==> config.mk <==
export PLATFORM = sky130hd
export DESIGN_NAME = ghm_engine
export DESIGN_NICKNAME = d
export VERILOG_FILES = /design/src/design/assert_macros.svh /design/src/design/ghm_pkg.sv /design/src/design/ghm_digit_step.sv /design/src/design/ghm_engine.sv
export SDC_FILE = /design/constraint.sdc
export NUM_CORES = 2
export LEC_CHECK = 0
export ABC_AREA = 1
export BUFFER_PORTS_ARGS = -buffer_cell sky130_fd_sc_hd__buf_4
export CAP_MARGIN = 0
export CELL_PAD_IN_SITES_DETAIL_PLACEMENT = 0
export CELL_PAD_IN_SITES_GLOBAL_PLACEMENT = 2
export CORE_UTILIZATION = 32
export CTS_CLUSTER_SIZE = 10
export DETAILED_ROUTE_END_ITERATION = 7
export PLACE_DENSITY = 0.79
export SLEW_MARGIN = 0
export SYNTH_ARGS = -nofsm -noshare
export SYNTH_HDL_FRONTEND = slang
export SYNTH_SLANG_ARGS = --single-unit
==> constraint.sdc <==
create_clock -name clk -period 14.1 [get_ports clk]
set_input_delay 3.525 -clock clk [delete_from_list [all_inputs] [get_ports clk]]
set_output_delay 3.525 -clock clk [all_outputs]
set_load 0.05 [all_outputs]
==> src/design/assert_macros.svh <==
// ----------------------------------------------------------------------------
// Assertion macros used by the GHASH top-level design file
// Clocked property checks with and without a reset qualifier.
// ----------------------------------------------------------------------------
`ifndef ASSERT_MACROS_SVH
`define ASSERT_MACROS_SVH

// check a property at each rising edge, disabled while reset is asserted
`define ASSERT_CLK(lbl, ck, rstn, prop, msg) \
  lbl: assert property (@(posedge ck) disable iff (!(rstn)) prop) else $error(msg);

// check a property at each rising edge, reset included
`define ASSERT_ALWAYS(lbl, ck, prop, msg) \
  lbl: assert property (@(posedge ck) prop) else $error(msg);

`endif

==> src/design/ghm_pkg.sv <==
// ----------------------------------------------------------------------------
// ghm_pkg
// Shared constants, types and helpers for the GHASH multiply-accumulate block.
// ----------------------------------------------------------------------------
`timescale 1ns / 1ps

package ghm_pkg;

  localparam int BLOCK_W         = 128;
  localparam int HALF_W          = 64;
  localparam int DIGIT_WIDTH_DEF = 32;
  localparam int APB_ADDR_W      = 4;

  // low terms of x^128 + x^7 + x^2 + x + 1, and the degree of the highest one
  localparam logic [7:0] POLY_LOW = 8'h87;
  localparam int         POLY_DEG = 7;

  // register index, taken from paddr[3]
  typedef enum logic [0:0] {
    REG_KEY_LOW  = 1'b0,
    REG_KEY_HIGH = 1'b1
  } reg_idx_t;

  // engine status towards the top level
  typedef struct packed {
    logic running;
    logic last;
    logic finishing;
    logic holding;
  } ghm_sts_t;

  // reverse the bit order inside every byte
  function automatic logic [BLOCK_W-1:0] rev_bytes_bits(input logic [BLOCK_W-1:0] v);
    logic [BLOCK_W-1:0] r;
    r = '0;
    for (int b = 0; b < BLOCK_W / 8; b++) begin
      for (int i = 0; i < 8; i++) begin
        r[b*8 + i] = v[b*8 + 7 - i];
      end
    end
    return r;
  endfunction

endpackage

==> src/design/ghm_digit_step.sv <==
// ----------------------------------------------------------------------------
// ghm_digit_step
// One digit pass: z * x^DW + a * digit, reduced modulo the GCM polynomial.
// ----------------------------------------------------------------------------
`timescale 1ns / 1ps

module ghm_digit_step #(
  parameter int DIGIT_WIDTH = ghm_pkg::DIGIT_WIDTH_DEF
) (
  input  logic [ghm_pkg::BLOCK_W-1:0] z_i,
  input  logic [ghm_pkg::BLOCK_W-1:0] a_i,
  input  logic [DIGIT_WIDTH-1:0]      digit_i,
  output logic [ghm_pkg::BLOCK_W-1:0] z_o
);

  localparam int BW     = ghm_pkg::BLOCK_W;
  localparam int WIDE_W = BW + DIGIT_WIDTH;
  localparam int FOLD_W = BW + ghm_pkg::POLY_DEG + 1;
  localparam int OV_W   = ghm_pkg::POLY_DEG + 1;
  localparam int G_W    = 2 * OV_W;

  logic [WIDE_W-1:0]      wide;
  logic [DIGIT_WIDTH-1:0] hi;
  logic [FOLD_W-1:0]      fold;
  logic [OV_W-1:0]        ov;
  logic [G_W-1:0]         fold2;

  always_comb begin
    // shift the running sum up by one digit and add the partial products
    wide = {z_i, {DIGIT_WIDTH{1'b0}}};
    for (int j = 0; j < DIGIT_WIDTH; j++) begin
      if (digit_i[j]) begin
        wide = wide ^ (WIDE_W'(a_i) << j);
      end
    end

    // fold the bits above x^127 back through the polynomial
    hi   = wide[WIDE_W-1:BW];
    fold = '0;
    for (int i = 0; i < DIGIT_WIDTH; i++) begin
      if (hi[i]) begin
        fold = fold ^ (FOLD_W'(ghm_pkg::POLY_LOW) << i);
      end
    end

    // a second, short fold for the few bits that the first one pushes over
    ov    = fold[FOLD_W-1:BW];
    fold2 = '0;
    for (int i = 0; i < OV_W; i++) begin
      if (ov[i]) begin
        fold2 = fold2 ^ (G_W'(ghm_pkg::POLY_LOW) << i);
      end
    end

    z_o = wide[BW-1:0] ^ fold[BW-1:0] ^ BW'(fold2);
  end

endmodule

==> src/design/ghm_engine.sv <==
// ----------------------------------------------------------------------------
// ghm_engine
// Sequencer, accumulator and output register around the shared digit unit.
// ----------------------------------------------------------------------------
`timescale 1ns / 1ps

module ghm_engine #(
  parameter int DIGIT_WIDTH = ghm_pkg::DIGIT_WIDTH_DEF
) (
  input  logic                        clk,
  input  logic                        rst_n,
  input  logic                        in_valid,
  output logic                        in_ready,
  input  logic                        in_action,
  input  logic [ghm_pkg::BLOCK_W-1:0] in_block,
  input  logic [ghm_pkg::BLOCK_W-1:0] key,
  output logic                        out_valid,
  input  logic                        out_ready,
  output logic [ghm_pkg::BLOCK_W-1:0] out_digest,
  output ghm_pkg::ghm_sts_t           sts
);

  localparam int BW     = ghm_pkg::BLOCK_W;
  localparam int DIGITS = (BW + DIGIT_WIDTH - 1) / DIGIT_WIDTH;
  localparam int EXT_W  = DIGITS * DIGIT_WIDTH;
  localparam int CNT_W  = (DIGITS > 1) ? $clog2(DIGITS) : 1;
  localparam logic [CNT_W-1:0] CNT_TOP = CNT_W'(DIGITS - 1);

  typedef enum logic [2:0] {
    ST_IDLE = 3'b001,
    ST_RUN  = 3'b010,
    ST_HOLD = 3'b100
  } state_t;

  state_t                 state_r, state_nxt;
  logic [CNT_W-1:0]       cnt_r, cnt_nxt;
  logic [BW-1:0]          acc_r, acc_nxt;
  logic [BW-1:0]          a_r, a_nxt;
  logic [BW-1:0]          digest_r, digest_nxt;
  logic                   out_valid_r, out_valid_nxt;
  logic [EXT_W-1:0]       key_ext;
  logic [DIGIT_WIDTH-1:0] key_digit;
  logic [BW-1:0]          step_z;
  logic                   last;
  logic                   finishing;
  logic                   out_free;
  logic                   accept;
  logic [BW-1:0]          acc_base;
  logic [BW-1:0]          a_load;

  // pick the key digit for this pass, most significant first
  assign key_ext   = EXT_W'(key);
  assign key_digit = key_ext[cnt_r*DIGIT_WIDTH +: DIGIT_WIDTH];

  ghm_digit_step #(
    .DIGIT_WIDTH (DIGIT_WIDTH)
  ) u_step (
    .z_i     (acc_r),
    .a_i     (a_r),
    .digit_i (key_digit),
    .z_o     (step_z)
  );

  // handshake decode: a new block may enter when idle, or on the last pass with room at the output
  assign last      = (cnt_r == '0);
  assign finishing = (state_r == ST_RUN) && last;
  assign out_free  = !out_valid_r || out_ready;
  assign in_ready  = (state_r == ST_IDLE) || (finishing && out_free);
  assign accept    = in_valid && in_ready;

  // operand for the next multiply: accumulator (or zero on restart) plus block
  assign acc_base = (state_r == ST_IDLE) ? acc_r : step_z;
  assign a_load   = (in_action ? '0 : acc_base) ^ ghm_pkg::rev_bytes_bits(in_block);

  always_comb begin
    state_nxt     = state_r;
    cnt_nxt       = cnt_r;
    acc_nxt       = acc_r;
    a_nxt         = a_r;
    digest_nxt    = digest_r;
    out_valid_nxt = out_valid_r && !out_ready;

    case (state_r)
      ST_IDLE: begin
        if (accept) begin
          a_nxt     = a_load;
          acc_nxt   = '0;
          cnt_nxt   = CNT_TOP;
          state_nxt = ST_RUN;
        end
      end
      ST_RUN: begin
        acc_nxt = step_z;
        if (!last) begin
          cnt_nxt = cnt_r - 1'b1;
        end else if (out_free) begin
          digest_nxt    = ghm_pkg::rev_bytes_bits(step_z);
          out_valid_nxt = 1'b1;
          if (accept) begin
            a_nxt   = a_load;
            acc_nxt = '0;
            cnt_nxt = CNT_TOP;
          end else begin
            state_nxt = ST_IDLE;
          end
        end else begin
          state_nxt = ST_HOLD;
        end
      end
      ST_HOLD: begin
        // wait for the output register to drain
        if (out_free) begin
          digest_nxt    = ghm_pkg::rev_bytes_bits(acc_r);
          out_valid_nxt = 1'b1;
          state_nxt     = ST_IDLE;
        end
      end
      default: begin
        state_nxt = ST_IDLE;
      end
    endcase
  end

  // control and accumulator
  always_ff @(posedge clk) begin
    if (!rst_n) begin
      state_r     <= ST_IDLE;
      cnt_r       <= '0;
      acc_r       <= '0;
      out_valid_r <= 1'b0;
    end else begin
      state_r     <= state_nxt;
      cnt_r       <= cnt_nxt;
      acc_r       <= acc_nxt;
      out_valid_r <= out_valid_nxt;
    end
  end

  // operand and result payload
  always_ff @(posedge clk) begin
    a_r      <= a_nxt;
    digest_r <= digest_nxt;
  end

  assign out_valid  = out_valid_r;
  assign out_digest = digest_r;

  assign sts.running   = (state_r == ST_RUN);
  assign sts.last      = last;
  assign sts.finishing = finishing;
  assign sts.holding   = (state_r == ST_HOLD);

endmodule

# Yosys cells after proc, flatten, opt, wreduce, memory -nomap -nowiden
# Cells that the tools add are included.
# classes
shifts	1
muxes	100
reduce_logical	16
n_eq_ne	9
addsub	1
bitwise	73
# op_table
op	n
$mux 160	32
$mux 128	12
$pmux 128 s2	3
$xor 160x128->160	1
$xor 160x129->160	1
$xor 160x130->160	1
$xor 160x131->160	1
$xor 160x132->160	1
$xor 160x133->160	1
$xor 160x134->160	1
$xor 160x135->160	1
$xor 160x136->160	1
$xor 160x137->160	1
$xor 160x138->160	1
$xor 160x139->160	1
$xor 160x140->160	1
$xor 160x141->160	1
$xor 160x142->160	1
$xor 160x143->160	1
$xor 160x144->160	1
$xor 160x145->160	1
$xor 160x146->160	1
$xor 160x147->160	1
$xor 160x148->160	1
70 further kinds	132
# word_totals
word_cells	206
regBits	390
in_bits	261
out_inout_bits	134

# Logic depth before layout (Yosys ltp)
# logic_depth
depth_word	136
ltp_mapped	32
depth_no_buf	31

# Modules after synthesis
# Synthesis repeated with hierarchy kept, for this count alone.
# unflattened
hier_cells	12249
area_unflattened_um2	78191.2
# by_module_without_submodules
module	cells_per_inst	instances	area_per_inst_um2	seq_area_each_um2
ghm_digit_step	10221	1	60051.3	0.0
ghm_engine	2028	1	18139.9	10369.9

# Worst setup path after synthesis
# No wires, ideal clock.
# synth_path
kind	input-to-reg
from	input port out_ready
to	register digest_r[0] (netlist: out_digest[0]) (enable)
stages	2
arrival_time_ps	12959
path_slack_ps	337
n_path_buf	0
required_time_ps	13296
setup_time_ps	804
path_cell_list	nor2_1 a211oi_1
# synth_via
elab_chain_cells	3
elab_cells_between_ends	4
cone_classes	eq/ne: 2; reduce/logical: 2
# synth_rtl
element	line_no	source
from (decl)	ghm_engine.sv:18	input logic out_ready,
$logic_or 1x1->1 *	ghm_engine.sv:67	assign out_free = !out_valid_r || out_ready;
$ne 2x1->1 (no line)	-	
$reduce_and 4->1 (no line) *	-	
to (signal assigned)	ghm_engine.sv:142	digest_r <= digest_nxt;
to (decl)	ghm_engine.sv:39	logic [BW-1:0] digest_r, digest_nxt;
# Mark *: on every way between the ends. The rest lies on a longest branch, timed or not.
# A chain may end at the register's enable or synchronous reset.

# Worst setup path after layout
# layout_path
from	input port out_ready
to	output port in_ready
# layout_via
elab_chain_cells	3
# layout_rtl
element	line_no	source
$logic_or 1x1->1	ghm_engine.sv:67	
$logic_and 1x1->1	ghm_engine.sv:68	assign in_ready = (state_r == ST_IDLE) || (finishing && out_free);
$logic_or 1x1->1	ghm_engine.sv:68	
to (decl)	ghm_engine.sv:13	output logic in_ready,
# Every way passes these cells.

==> impl_results.md <==
- Initial antenna violation count: 20
- Largest net degree at the start of global routing: 99
- EDFF count, synth: 256
- Setup repair after global routing missed its margin: no
- Run status: finished, final reports clean
- Vias: 87.48k
- Synth cell types: 39
- Hpwl dp: approximately 310000 um
- Root buffer cell: clkbuf_16
- DRC errors left: 0
- Vias in the first global route: 80.27k
- # IOs: a little under 400
- Fin crit share: 0.5793
- Fin. Hold Viols: 0
- Top FF cell, synth: edfxtp_1
- Clock transition at path regs: 0.06 ns
- Area grow syn2layout: 8.967%
- Global-route wire length before repair: 654800 um
- Final clock skew: 0.04734 ns
- Initial Util: 0.3229
- Core Footprint: 246600 sq um
- Compound-Gate Fraction of Synth Area: 0.02822
- Final setup viols: 0
- Largest family of logic cells by synthesized area: XOR/XNOR gates
- Vias per cell: 5.408
- Cells after Synth: 12.97k
- Crit start category: input pin
- CTS sink cnt: 390
- Fraction of the yosys area taken by sequential cells: 0.1302
- Post-Synth Adder-Cell Area: 0
- Synth Area in XOR/XNOR: 0.4176
- Die Span Y: 500.8 um
- 1st-pass router iterations: 7
- I/O Buffers: 394
- Multiplexer share of the synthesized area: 0
- Pins Over Slew Limit: 0
- Total gr overflow: 0
- Mean Syn Cell Area: 6.139 sq um
- Die area: between 200000 and 300000 sq um
- Setup_tns: 0 ns
- Yosys warning count: 0
- Crit. End Element: output pin
- DRT iter0 DRCs: 12.61k
- Hold_buf cts: 0
- Min Tclk post-route: around 8.2 ns
- Routed wire per std cell: 29.59 um
- Synth Register Bits: 390
- Crit Path Category: input pin to output pin
- Highest clock rate: about 120 MHz
- Tightest Pin Transition: ~1.2 ns
- Syn_nets: roughly 13k
- Required @ worst endpoint: ~11 ns
- Nets: 13.07k
- CP Max Fanout: 6
- Final wirelength: 478600 um
- H-tree Lvls: 2
- Post-route ant nets: 0
- Multi-input logic area: 62260 sq um
- Reg area: just over 10000 sq um
- Cts repair resizes: 0
- Simple-Gate Fraction of Synth Area: 0.3334
- Mapped Area: 79620 sq um
- Max-Cap Viols: 0
- Synth async-reset ratio: 0
- Maximum clock path buffer count: 3
- RePlAce Congestion: 0.9624
- Global Route Usage Sum: 0.3683
- Chip Width: 500.8 um
- Rows: 182
- Worst Hold Class: register to register
- Slew HR: 0.2205
- Clock latency on the worst-skew pair: between 0.7 and 0.8 ns
- # Post-CTS Setup Buffers: 0
- Layout cells sized above 1: 0.07070
- CTS tree: done
- Filler cells: 26.60k
- Critical Path AT: 4.64 ns
- CTS buffer count: 55
==> critical path, stage by stage <==
cell	delay, ns
buf_4	0.11
nor2_1	0.26
inv_1	0.18
nand2_1	0.16
o21ai_0	0.18
buf_4	0.23
==> cells in the final DEF (no fill, tap or decap), types with 41 or more instances in the layout <==
cell | Yosys | routed
nand3_1 | 474 | 473
inv_1 | 675 | 656
xor2_1 | 1337 | 1337
a21oi_1 | 180 | 180
nand3b_1 | 112 | 112
edfxtp_1 | 256 | 256
nand4_1 | 58 | 58
inv_2 | 33 | 41
nor2_1 | 3005 | 3005
clkinv_1 | 41 | 42
nand2_1 | 2940 | 2930
buf_4 | 95 | 704
clkbuf_16 | 0 | 56
o21ai_0 | 197 | 197
xnor2_1 | 2440 | 2440
dfxtp_1 | 134 | 133
==> path summary, 6_finish.rpt <==
path                              end             startpoint  depth (start not counted)  slack, ns
max reg2reg  out_digest[19]$_DFFE_PP_  cnt_r[0]$_SDFFE_PN0P_                         25       7.38
min reg2reg     acc_r[6]$_SDFFE_PN0P_  acc_r[6]$_SDFFE_PN0P_                          2       0.46
max                          in_ready              out_ready                          6       5.93
min             acc_r[6]$_SDFFE_PN0P_  acc_r[6]$_SDFFE_PN0P_                          2       0.46
==> cell usage after synthesis, types with 3 or more instances <==
cell type  instances  area (sq um)
nand4_1           58         362.9
a21oi_1          180         900.9
nor2_2             5         31.28
a211oi_1           3         22.52
nand3_2            7         70.07
clkinv_1          41         153.9
nand3b_1         112         840.8
xnor2_1         2440         21370
nand2b_1           5         31.28
dfxtp_1          134          2683
buf_6             28         315.3
or2_1             40         250.2
buf_1             71         266.5
xor2_1          1337         11710
inv_1            675          2534
inv_2             33         123.9
o21ai_0          197         986.0
o21ai_1            9         45.04
nor2_1          3005         11280
nand3_1          474          2372
buf_2            296          1481
edfxtp_1         256          7687
a21o_1             5         37.54
nand2_1         2940         11040
buf_4             95         713.2
o22ai_1           35         219.0
nand2_2           24         150.1
xnor2_2            4         65.06
or2_2             15         93.84
clkbuf_1         433          1625
==> layout make-up <==
cell class	instances	area share
Clock inverter	20	0.002985
Timing Repair Buffer	707	0.06161
Tap cell	3312	0.04776
Inverter	749	0.03272
Clock buffer	83	0.01755
Multi-Input combinational cell	10910	0.7176
Sequential cell	390	0.1195
Antenna cell	8	0.0002307
==> kinds of logic after synthesis <==
| kind of cell | Yosys count |
|---|---|
| AO/OA/AOI/OAI | 434 |
| flip-flops | 390 |
| AND/OR/NAND/NOR | 6689 |
| buffers and inverters | 1672 |
| XOR/XNOR | 3786 |
==> sequential cells by signal (all words and copies together), names as in the netlist <==
signal / cells
a_r: 128
acc_r: 128
out_digest: 128
state_r: 3
cnt_r: 2
out_valid: 1
==> per-stage QoR <==
stage	cells	util	hold slack (ns)	worst slack, ns	area [sq um]
floorplan	12970	-	0.4453	0.3368	79620
global placement	16070	0.3445	0.4513	5.637	84960
detailed placement	16070	0.3445	0.4551	5.668	84960
CTS	16170	0.3517	0.4646	5.958	86740
global route	16170	0.3517	0.4822	5.898	86740
finish	16180	0.3518	0.4641	5.931	86760
==> routing by layer <==
layer	vias up	wire length [um]	track usage
li1	38540	-	-
met3	1257	56460	0.07439
met1	41650	196800	0.4984
met2	6017	192900	0.5378
met4	14	32400	0.2111
met5	-	97	0
Power is left out: the tool's default activity adds up to more than one toggle a clock period on the data nets, which glitch-free logic cannot reach.
