[config.mk]
export PLATFORM = sky130hd
export DESIGN_NAME = ghm_apb_regs
export DESIGN_NICKNAME = d
export VERILOG_FILES = /design/src/design/assert_macros.svh /design/src/design/ghm_pkg.sv /design/src/design/ghm_apb_regs.sv
export SDC_FILE = /design/constraint.sdc
export NUM_CORES = 1
export LEC_CHECK = 0
export BUFFER_PORTS_ARGS = -buffer_cell sky130_fd_sc_hd__clkbuf_2
export CORE_MARGIN = 3
export CORE_UTILIZATION = 40
export DETAILED_ROUTE_END_ITERATION = 6
export HOLD_SLACK_MARGIN = 0.08
export PLACE_DENSITY = 0.77
export SYNTH_ARGS = -nofsm -noshare
export SYNTH_HDL_FRONTEND = slang
export SYNTH_SLANG_ARGS = --single-unit
[constraint.sdc]
create_clock -name clk -period 2.1 [get_ports clk]
set_input_delay 0.42 -clock clk [delete_from_list [all_inputs] [get_ports clk]]
set_output_delay 0.42 -clock clk [all_outputs]
set_load 0.02 [all_outputs]
[src/design/assert_macros.svh]
// ----------------------------------------------------------------------------
// Assertion macros used by the GHASH top-level design file
// Clocked property checks with and without a reset qualifier.
// ----------------------------------------------------------------------------
`ifndef ASSERT_MACROS_SVH
`define ASSERT_MACROS_SVH

// check a property at each rising edge, disabled while reset is asserted
`define ASSERT_CLK(lbl, ck, rstn, prop, msg) \
  lbl: assert property (@(posedge ck) disable iff (!(rstn)) prop) else $error(msg);

// check a property at each rising edge, reset included
`define ASSERT_ALWAYS(lbl, ck, prop, msg) \
  lbl: assert property (@(posedge ck) prop) else $error(msg);

`endif

[src/design/ghm_pkg.sv]
// ----------------------------------------------------------------------------
// ghm_pkg
// Shared constants, types and helpers for the GHASH multiply-accumulate block.
// ----------------------------------------------------------------------------
`timescale 1ns / 1ps

package ghm_pkg;

  localparam int BLOCK_W         = 128;
  localparam int HALF_W          = 64;
  localparam int DIGIT_WIDTH_DEF = 32;
  localparam int APB_ADDR_W      = 4;

  // low terms of x^128 + x^7 + x^2 + x + 1, and the degree of the highest one
  localparam logic [7:0] POLY_LOW = 8'h87;
  localparam int         POLY_DEG = 7;

  // register index, taken from paddr[3]
  typedef enum logic [0:0] {
    REG_KEY_LOW  = 1'b0,
    REG_KEY_HIGH = 1'b1
  } reg_idx_t;

  // engine status towards the top level
  typedef struct packed {
    logic running;
    logic last;
    logic finishing;
    logic holding;
  } ghm_sts_t;

  // reverse the bit order inside every byte
  function automatic logic [BLOCK_W-1:0] rev_bytes_bits(input logic [BLOCK_W-1:0] v);
    logic [BLOCK_W-1:0] r;
    r = '0;
    for (int b = 0; b < BLOCK_W / 8; b++) begin
      for (int i = 0; i < 8; i++) begin
        r[b*8 + i] = v[b*8 + 7 - i];
      end
    end
    return r;
  endfunction

endpackage

[src/design/ghm_apb_regs.sv]
// ----------------------------------------------------------------------------
// ghm_apb_regs
// APB register file holding the two 64-bit halves of the hash key.
// ----------------------------------------------------------------------------
`timescale 1ns / 1ps

module ghm_apb_regs (
  input  logic                           clk,
  input  logic                           rst_n,
  input  logic                           psel,
  input  logic                           penable,
  input  logic                           pwrite,
  input  logic [ghm_pkg::APB_ADDR_W-1:0] paddr,
  input  logic [ghm_pkg::HALF_W-1:0]     pwdata,
  output logic [ghm_pkg::HALF_W-1:0]     prdata,
  output logic                           pready,
  output logic [ghm_pkg::BLOCK_W-1:0]    key_raw
);

  logic [ghm_pkg::HALF_W-1:0] key_low_r;
  logic [ghm_pkg::HALF_W-1:0] key_high_r;
  logic                       wr_en;
  ghm_pkg::reg_idx_t          idx;

  assign pready = 1'b1;
  assign wr_en  = psel & penable & pwrite;
  assign idx    = ghm_pkg::reg_idx_t'(paddr[3]);

  // write the addressed key half in the access phase
  always_ff @(posedge clk) begin
    if (!rst_n) begin
      key_low_r  <= '0;
      key_high_r <= '0;
    end else if (wr_en) begin
      case (idx)
        ghm_pkg::REG_KEY_LOW:  key_low_r  <= pwdata;
        ghm_pkg::REG_KEY_HIGH: key_high_r <= pwdata;
        default: ;
      endcase
    end
  end

  // read back
  always_comb begin
    case (idx)
      ghm_pkg::REG_KEY_LOW:  prdata = key_low_r;
      ghm_pkg::REG_KEY_HIGH: prdata = key_high_r;
      default:               prdata = '0;
    endcase
  end

  assign key_raw = {key_high_r, key_low_r};

endmodule

# ---- After elaboration in Yosys (flattened, before gate mapping)
# Index checks and enable logic that the tools add are counted.
dict set report classes {
  n_mux 1
  bitwise 3
  reduce_logical 2
}
# op n
set op_table {}
lappend op_table {{$pmux W64 S2} 1}
lappend op_table {{$reduce_and A2 Y1} 2}
lappend op_table {{$and A1 B1 Y1} 2}
lappend op_table {{$not A1 Y1} 1}
dict set report totals {
  ff_bits 128
  inputBits 73
  wordCells 8
}

# ---- Longest topological paths before layout
# Gate-level depths: netlist (run 1).
dict set report logic_depth {
  word_depth 3
  ltp_mapped 4
  mapped_depth_nobuf 2
}

# ---- Worst setup path before layout (run 1)
# Ideal clock, no wire load.
dict set report synth_path {
  path_type {input -> output}
  start {input paddr[3] (netlist bit)}
  end {output prdata[10] (netlist bit)}
  t_arrival_ns 1.196
  slack_ns 0.484
  stages 3
  n_path_buf 2
  path_cell_list {buf_2 -> buf_4 -> mux2_1}
}
dict set report synth_between {
  elab_chain_cells 2
}
# item line
set synth_lines {}
lappend synth_lines {{start: declaration} ghm_apb_regs.sv:13} ;# input logic [ghm_pkg::APB_ADDR_W-1:0] paddr,
lappend synth_lines {{$not A1 Y1 (no source line)} -}
lappend synth_lines {{$pmux W64 S2 (*)} ghm_apb_regs.sv:45} ;# case (idx)
lappend synth_lines {{end: declaration} ghm_apb_regs.sv:15} ;# output logic [ghm_pkg::HALF_W-1:0] prdata,
# Mark *: on every way between the ends. The rest lies on a longest branch, timed or not.

# ---- Final worst setup path (run 1)
# Ends and elaborated chain as after synthesis.

==> impl_summary.log, run 1 <==
INFO  metric cts.hold.buffers_added = 0
INFO  metric timing.critical_path.arrival = 1.34 ns
INFO  metric finalClockSkew = 0 ns
INFO  metric routed_wire_length_per_instance = 13.9 um
INFO  metric antenna-diode-count = 0
INFO  metric globalRouteOverflowTotal = 0
INFO  metric vias_per_cell = 4.73
INFO  metric first_pass_iters = 4
INFO  metric largest_net_degree_at_the_start_of_global_routing = 76
INFO  metric clock_path_buffers = 2
INFO  metric place.detailed.hpwl = 10100 um
INFO  metric synthesis.area_per_instance = 9.99 um^2
INFO  metric unrepaired_setup_endpoints_after_global_routing = false
INFO  metric worst_ep_required_time = 1.68 ns
INFO  metric cts_tree = done
INFO  metric global_route_wire_length_before_repair = 21000 um
INFO  metric drt_first_iter_violations = 198
INFO  metric globalRouteTotalUtil = 0.172
INFO  metric crit_fanout = 37
INFO  metric ys_ff_latch = 128
INFO  metric floorplan.io_pins = 266
INFO  metric nNetsFinal = 877
INFO  metric post_cts_buffers = 0
INFO  metric end_kind = primary output
INFO  metric ir_drop = 0.456 mV
INFO  metric drc_errors = 0
INFO  metric synth_sequential_area_ratio = 0.460
INFO  metric postSynthCellCount = 558
INFO  metric synthDistinctLibCells = 13
INFO  metric slew_viol_final = 0
INFO  metric critPathKind = primary input to primary output
INFO  metric layout_common_cells = sky130_fd_sc_hd__clkbuf_2 (259), sky130_fd_sc_hd__nand2_1 (192), sky130_fd_sc_hd__mux2i_1 (128), sky130_fd_sc_hd__dfxtp_1 (128), sky130_fd_sc_hd__mux2_1 (41)
INFO  metric cts_repair_resize_count = 0
INFO  metric grt_pass1_vias = 4339
INFO  metric layout-drive-gt1-share = 0.396
INFO  metric timing.fmax = 0.569 GHz
INFO  metric cts.sinks = 128
INFO  metric cts.clk_slew.worst_paths = 0.06 ns
INFO  metric ys_warn_count = 0
INFO  metric starting_density_of_the_core = 0.414
INFO  metric drv.max_cap_violation_count = 0
INFO  metric syn_area = 5570 um^2
INFO  metric clock-root-buffer = sky130_fd_sc_hd__clkbuf_16
INFO  metric final_hold_viol_count = 0
INFO  metric grt_antenna_before_repair = 0
INFO  metric run_status = finished, final reports clean
INFO  metric floorplan.die.height = 124 um
INFO  metric mappedNetlistNets = 631
INFO  metric cts.htree.levels = 4
INFO  metric gp_congestion = 0.718
INFO  metric finalSetupViolations = 0
INFO  metric clock_insertion_delay_at_the_later_pin_of_the_skew_report = 0.39 ns
INFO  metric area_growth_syn_to_layout = 36.5%
INFO  metric numCtsBuffers = 17
INFO  metric hold_slack = 0.271 ns
INFO  metric p_leak = 3.97 nW
INFO  metric chipWidth = 124 um
INFO  metric floorplan.rows = 42
INFO  metric setup_tns = 0 ns
INFO  metric floorplan.die_area = 15400 um^2
INFO  metric portBuffers = 261
INFO  metric layout_commonest_cell = sky130_fd_sc_hd__clkbuf_2
INFO  metric power-per-cell-area = 790 nW/um^2
INFO  metric core_area = 13500 um^2
INFO  metric setup.worst_path.start_class = primary input
INFO  metric total_via_count_in_the_routed_design = 4696
INFO  metric drt.antenna.violating_nets = 0
INFO  metric totalWireLength = 13800 um
INFO  metric worst_hold_path_type = primary input to flop
INFO  metric layout_worst_path_cycle_share = 0.837
INFO  metric post-route-min-period = 1.76 ns
==> metal layers <==
layer | global-route usage | up-vias | part of all wire
li1 | - | 2355 | -
met1 | 0.194 | 2182 | 0.42
met2 | 0.304 | 143 | 0.51
met3 | 0.0468 | 16 | 0.057
met4 | 0.0767 | 0 | 0.017
met5 | 0 | - | 0
==> per-stage QoR <==
step	util	cell area, um^2	std cells	total power, W	worst slack (ns)
after floorplan	-	5570	558	0.00292	0.484
after global placement	0.521	7010	961	0.00311	0.354
after detailed placement	0.521	7010	961	0.00312	0.342
after CTS	0.565	7610	992	0.00608	0.342
after global routing	0.565	7610	992	0.00625	0.305
final	0.565	7610	992	0.00601	0.342
==> logic make-up (layout without fill, tap and decap cells) <==
| group | count (synthesis) | count (layout) | synth area share |
|---|---|---|---|
| and+or+nand+nor | 194 | 194 | 0.132 |
| DFF | 128 | 128 | 0.460 |
| other | 1 | 1 | 0.000673 |
| muxes | 192 | 192 | 0.359 |
| buffers and inverters | 43 | 301 | 0.0480 |
==> final timing paths <==
check	cells past startpoint	slack, ns	endpoint	start
setup / recovery	4	0.34	prdata[10]	paddr[3]
hold / removal	3	0.27	key_high_r[59]	pwdata[59]
setup reg to reg	2	1.44	key_high_r[63]	key_high_r[63]
hold reg to reg	2	0.47	key_low_r[12]	key_low_r[12]
==> critical path, stage by stage <==
cell                       delay [ns]
sky130_fd_sc_hd__buf_2           0.14
sky130_fd_sc_hd__buf_12          0.23
sky130_fd_sc_hd__mux2_1          0.35
sky130_fd_sc_hd__clkbuf_2        0.16
==> cells in the mapped netlist <==
| master | n | share of area |
|---|---|---|
| sky130_fd_sc_hd__clkbuf_1 | 15 | 0.010 |
| sky130_fd_sc_hd__nand2_1 | 192 | 0.13 |
| sky130_fd_sc_hd__mux2_2 | 23 | 0.046 |
| sky130_fd_sc_hd__dfxtp_1 | 128 | 0.46 |
| sky130_fd_sc_hd__buf_4 | 14 | 0.019 |
| sky130_fd_sc_hd__buf_2 | 7 | 0.0063 |
| sky130_fd_sc_hd__buf_1 | 1 | 0.00067 |
| sky130_fd_sc_hd__buf_6 | 6 | 0.012 |
| sky130_fd_sc_hd__nand4_1 | 1 | 0.0011 |
| sky130_fd_sc_hd__mux2_1 | 41 | 0.083 |
| sky130_fd_sc_hd__mux2i_1 | 128 | 0.23 |
| sky130_fd_sc_hd__and4b_1 | 1 | 0.0018 |
| sky130_fd_sc_hd__conb_1 | 1 | 0.00067 |
==> flip-flops by register name, summed over array words and instances (netlist names) <==
name / cells
key_high_r: 64
key_low_r: 64
==> power breakdown <==
| part | internal [W] | switching, W |
|---|---|---|
| clock | 0.00192 | 0.00102 |
| combinational | 0.000217 | 0.000324 |
| sequential | 0.00248 | 0.0000423 |
==> cell type report <==
cell class                 count  area (um^2)
fill                        1220         5850
tap                          176          220
timing repair buffer         270         1480
multi-input combinational    387         2750
clock buffer                  21          460
clock inverter                10          136
sequential                   128         2560
(Power assumes the default switching activity.)
==> run 2: changes to the inputs <==
--- a/config.mk
+++ b/config.mk
@@ -10,7 +10,7 @@
 export CORE_UTILIZATION = 40
 export DETAILED_ROUTE_END_ITERATION = 6
 export HOLD_SLACK_MARGIN = 0.08
-export PLACE_DENSITY = 0.77
+export PLACE_DENSITY = 0.79
 export SYNTH_ARGS = -nofsm -noshare
 export SYNTH_HDL_FRONTEND = slang
 export SYNTH_SLANG_ARGS = --single-unit
==> constraint.sdc (replaced) <==
create_clock -name clk -period 1.56 [get_ports clk]
set_input_delay 0.312 -clock clk [delete_from_list [all_inputs] [get_ports clk]]
set_output_delay 0.312 -clock clk [all_outputs]
set_load 0.02 [all_outputs]
==> run 2 against run 1 <==
Clock power up 17%; register-to-register slack got worse by 0.53 ns; count of clock-buffer cells in the layout grew 2; final cell count is the same; setup slack worse by 0.30 ns; utilization down 0.33 points; sequential share of layout area grew 0.20 points; power up 26%; worst hold slack got worse by 0.11 ns; global-route usage increased by 0.33 points; via count increased by 0.57%; routed wire length rose by 1.3%; largest power group unchanged.
==> impl_summary.log, run 2 (synthesis gave the netlist of run 1 again) <==
INFO  metric run_status = finished, final reports clean
INFO  metric ir_drop = 0.615 mV (+35%)
INFO  metric worst_ep_required_time = 1.25 ns (-0.43 ns)
INFO  metric chipWidth = 124 um (unchanged)
INFO  metric reg_to_reg_endpoint = key_high_r[22]
INFO  metric final_hold_viol_count = 0 (unchanged)
INFO  metric floorplan.rows = 42 (unchanged)
INFO  metric place.detailed.hpwl = 10200 um (+1.4%)
INFO  metric floorplan.io_pins = 266 (unchanged)
INFO  metric hold_slack = 0.164 ns (-0.107 ns)
INFO  metric worstHoldStart = pwdata[54]
INFO  metric vias_per_cell = 4.76 (+0.57%)
INFO  metric finalSetupViolations = 0 (unchanged)
INFO  metric clock_insertion_delay_at_the_later_pin_of_the_skew_report = 0.39 ns (about the same)
INFO  metric antenna-diode-count = 0 (unchanged)
INFO  metric floorplan.die_area = 15400 um^2 (unchanged)
INFO  metric timing.critical_path.arrival = 1.21 ns (-0.13 ns)
INFO  metric worst_hold_path_type = primary input to flop
INFO  metric nNetsFinal = 878 (+0.11%)
INFO  metric globalRouteTotalUtil = 0.176 (+0.00329)
INFO  metric global_route_wire_length_before_repair = 21400 um (+2.3%)
INFO  metric crit_fanout = 32 (-14%)
INFO  metric post-route-min-period = 1.52 ns
INFO  metric layout_common_cells = sky130_fd_sc_hd__clkbuf_2 (258), sky130_fd_sc_hd__nand2_1 (192), sky130_fd_sc_hd__mux2i_1 (128), sky130_fd_sc_hd__dfxtp_1 (128), sky130_fd_sc_hd__mux2_1 (40)
INFO  metric cts.hold.buffers_added = 0 (unchanged)
INFO  metric layout-drive-gt1-share = 0.396 (unchanged)
INFO  metric drc_errors = 0 (unchanged)
INFO  metric critPathKind = primary input to primary output
INFO  metric critical_path.reg2reg.startpoint = key_high_r[22]
INFO  metric worst-r2r-setup-slack = 0.91 ns (-0.53 ns)
INFO  metric finalClockSkew = 0 ns (unchanged)
INFO  metric whs_endpoint = key_high_r[54]
INFO  metric totalWireLength = 14000 um (+1.3%)
INFO  metric cts.clk_slew.worst_paths = 0.06 ns (about the same)
INFO  metric share_comb_of_total_power = 0.097 (+0.007)
INFO  metric grt_pass1_vias = 4427 (+2.0%)
INFO  metric timing.reg2reg.worst_path_depth = 2 (unchanged)
INFO  metric core_area = 13500 um^2 (unchanged)
INFO  metric cts.sinks = 128 (unchanged)
INFO  metric cts_tree = done
INFO  metric power.clock.fraction = 0.454 (-0.035)
INFO  metric largest_net_degree_at_the_start_of_global_routing = 69 (-9.2%)
INFO  metric starting_density_of_the_core = 0.414 (unchanged)
INFO  metric globalRouteOverflowTotal = 0 (unchanged)
INFO  metric setup.worst_path.start_class = primary input
INFO  metric floorplan.die.height = 124 um (unchanged)
INFO  metric total_via_count_in_the_routed_design = 4723 (+0.57%)
INFO  metric grt_antenna_before_repair = 0 (unchanged)
INFO  metric dpl_worst_slack = -0.00653 ns (-0.349 ns)
INFO  metric total_switching_power = 0.00182 W (+31%)
INFO  metric layout_top_registers = key_high_r: 64 flops, key_low_r: 64 flops
INFO  metric end_kind = primary output
INFO  metric drt.antenna.violating_nets = 0 (unchanged)
INFO  metric p_leak = 3.96 nW (-0.33%)
INFO  metric routed_wire_length_per_instance = 14.1 um (+1.3%)
INFO  metric area_growth_syn_to_layout = 35.7%
INFO  metric cts.htree.levels = 4 (unchanged)
INFO  metric setup_ws = 0.0390 ns (-0.303 ns)
INFO  metric layout_commonest_cell = sky130_fd_sc_hd__clkbuf_2
INFO  metric worst_hold_path.num_cells = 3 (unchanged)
INFO  metric slew_viol_final = 0 (unchanged)
INFO  metric clock-root-buffer = sky130_fd_sc_hd__clkbuf_16
INFO  metric power.share.switching = 0.240 (+0.00915)
INFO  metric portBuffers = 261 (unchanged)
INFO  metric drt_first_iter_violations = 182 (-8.1%)
INFO  metric timing.fmax = 0.657 GHz
INFO  metric drv.max_cap_violation_count = 0 (unchanged)
INFO  metric sequential_group_share_of_total_power = 0.449 (+0.028)
INFO  metric clock_path_buffers = 2 (unchanged)
INFO  metric power-per-cell-area = 1000 nW/um^2 (+27%)
INFO  metric intPower = 0.00576 W (+25%)
INFO  metric gp_congestion = 0.726 (+1.0%)
INFO  metric layout_worst_path_cycle_share = 0.975
INFO  metric numCtsBuffers = 17 (unchanged)
INFO  metric first_pass_iters = 4 (unchanged)
INFO  metric unrepaired_setup_endpoints_after_global_routing = false
## run 2: cell types whose count changed in the layout (fill, tap and decap cells not counted)
cell,before,now
sky130_fd_sc_hd__clkinvlp_4,3,1
sky130_fd_sc_hd__buf_2,1,0
sky130_fd_sc_hd__mux2_2,23,24
sky130_fd_sc_hd__clkbuf_8,2,3
sky130_fd_sc_hd__clkbuf_1,2,3
sky130_fd_sc_hd__buf_12,8,10
sky130_fd_sc_hd__clkinv_2,3,6
sky130_fd_sc_hd__clkinv_4,1,0
sky130_fd_sc_hd__buf_4,1,2
sky130_fd_sc_hd__clkbuf_2,259,258
sky130_fd_sc_hd__mux2_1,41,40
sky130_fd_sc_hd__bufinv_16,3,0
## run 2: power groups by stage
stage	Combinational, W	Sequential [W]	Clock, W
final	0.000738	0.00340	0.00345
after global routing	0.000805	0.00341	0.00368
after CTS	0.000747	0.00340	0.00352
after detailed placement	0.000744	0.00347	0
after global placement	0.000731	0.00347	0
after floorplan	0.000390	0.00355	0
## run 2: how the worst max path moves through the flow
stage                     slack [ns]            from         end  cells after the start
after floorplan                 0.16        paddr[3]  prdata[10]                      3
after global placement          0.01        paddr[3]   prdata[2]                      4
after detailed placement      -0.007        paddr[3]  prdata[20]                      4
after CTS                       0.03  key_high_r[16]  prdata[16]                      2
after global routing           0.003   key_high_r[8]   prdata[8]                      2
final                           0.04        paddr[3]   prdata[2]                      4
## run 2: through the flow
stage | total power (W) | instances | instance area, um^2 | TNS [ns] | utilization
finish | 0.00759 | 992 | 7560 | 0 | 0.562
global route | 0.00789 | 992 | 7560 | 0 | 0.562
CTS | 0.00767 | 992 | 7560 | 0 | 0.562
detailed placement | 0.00421 | 962 | 7040 | -0.00836 | 0.523
global placement | 0.00420 | 962 | 7040 | 0 | 0.523
floorplan | 0.00394 | 558 | 5570 | 0 | -
## run 2: final cells by class
cell class                 count  area (um^2)
fill                        1195         5890
multi-input combinational    387         2750
sequential                   128         2560
timing repair buffer         271         1520
clock buffer                  23          478
tap                          176          220
clock inverter                 7         37.5
## run 2: critical path: stages
cell and delay [ns]:
sky130_fd_sc_hd__buf_4 0.13, sky130_fd_sc_hd__buf_12 0.21, sky130_fd_sc_hd__mux2_2 0.37, sky130_fd_sc_hd__buf_4 0.16
## run 2: routing by layer
| metal | global-route usage | up-vias | share of wire |
|---|---|---|---|
| li1 | - | 2359 | - |
| met1 | 0.201 | 2199 | 0.41 |
| met2 | 0.315 | 152 | 0.51 |
| met3 | 0.0450 | 13 | 0.064 |
| met4 | 0.0630 | 0 | 0.013 |
| met5 | 0 | - | 0 |
## run 2: timing repair
item                       in CTS  in global routing
setup endpoints to repair       5                  1
setup buffers                   0                  0
cloned                          0                  0
resized for setup               1                  3
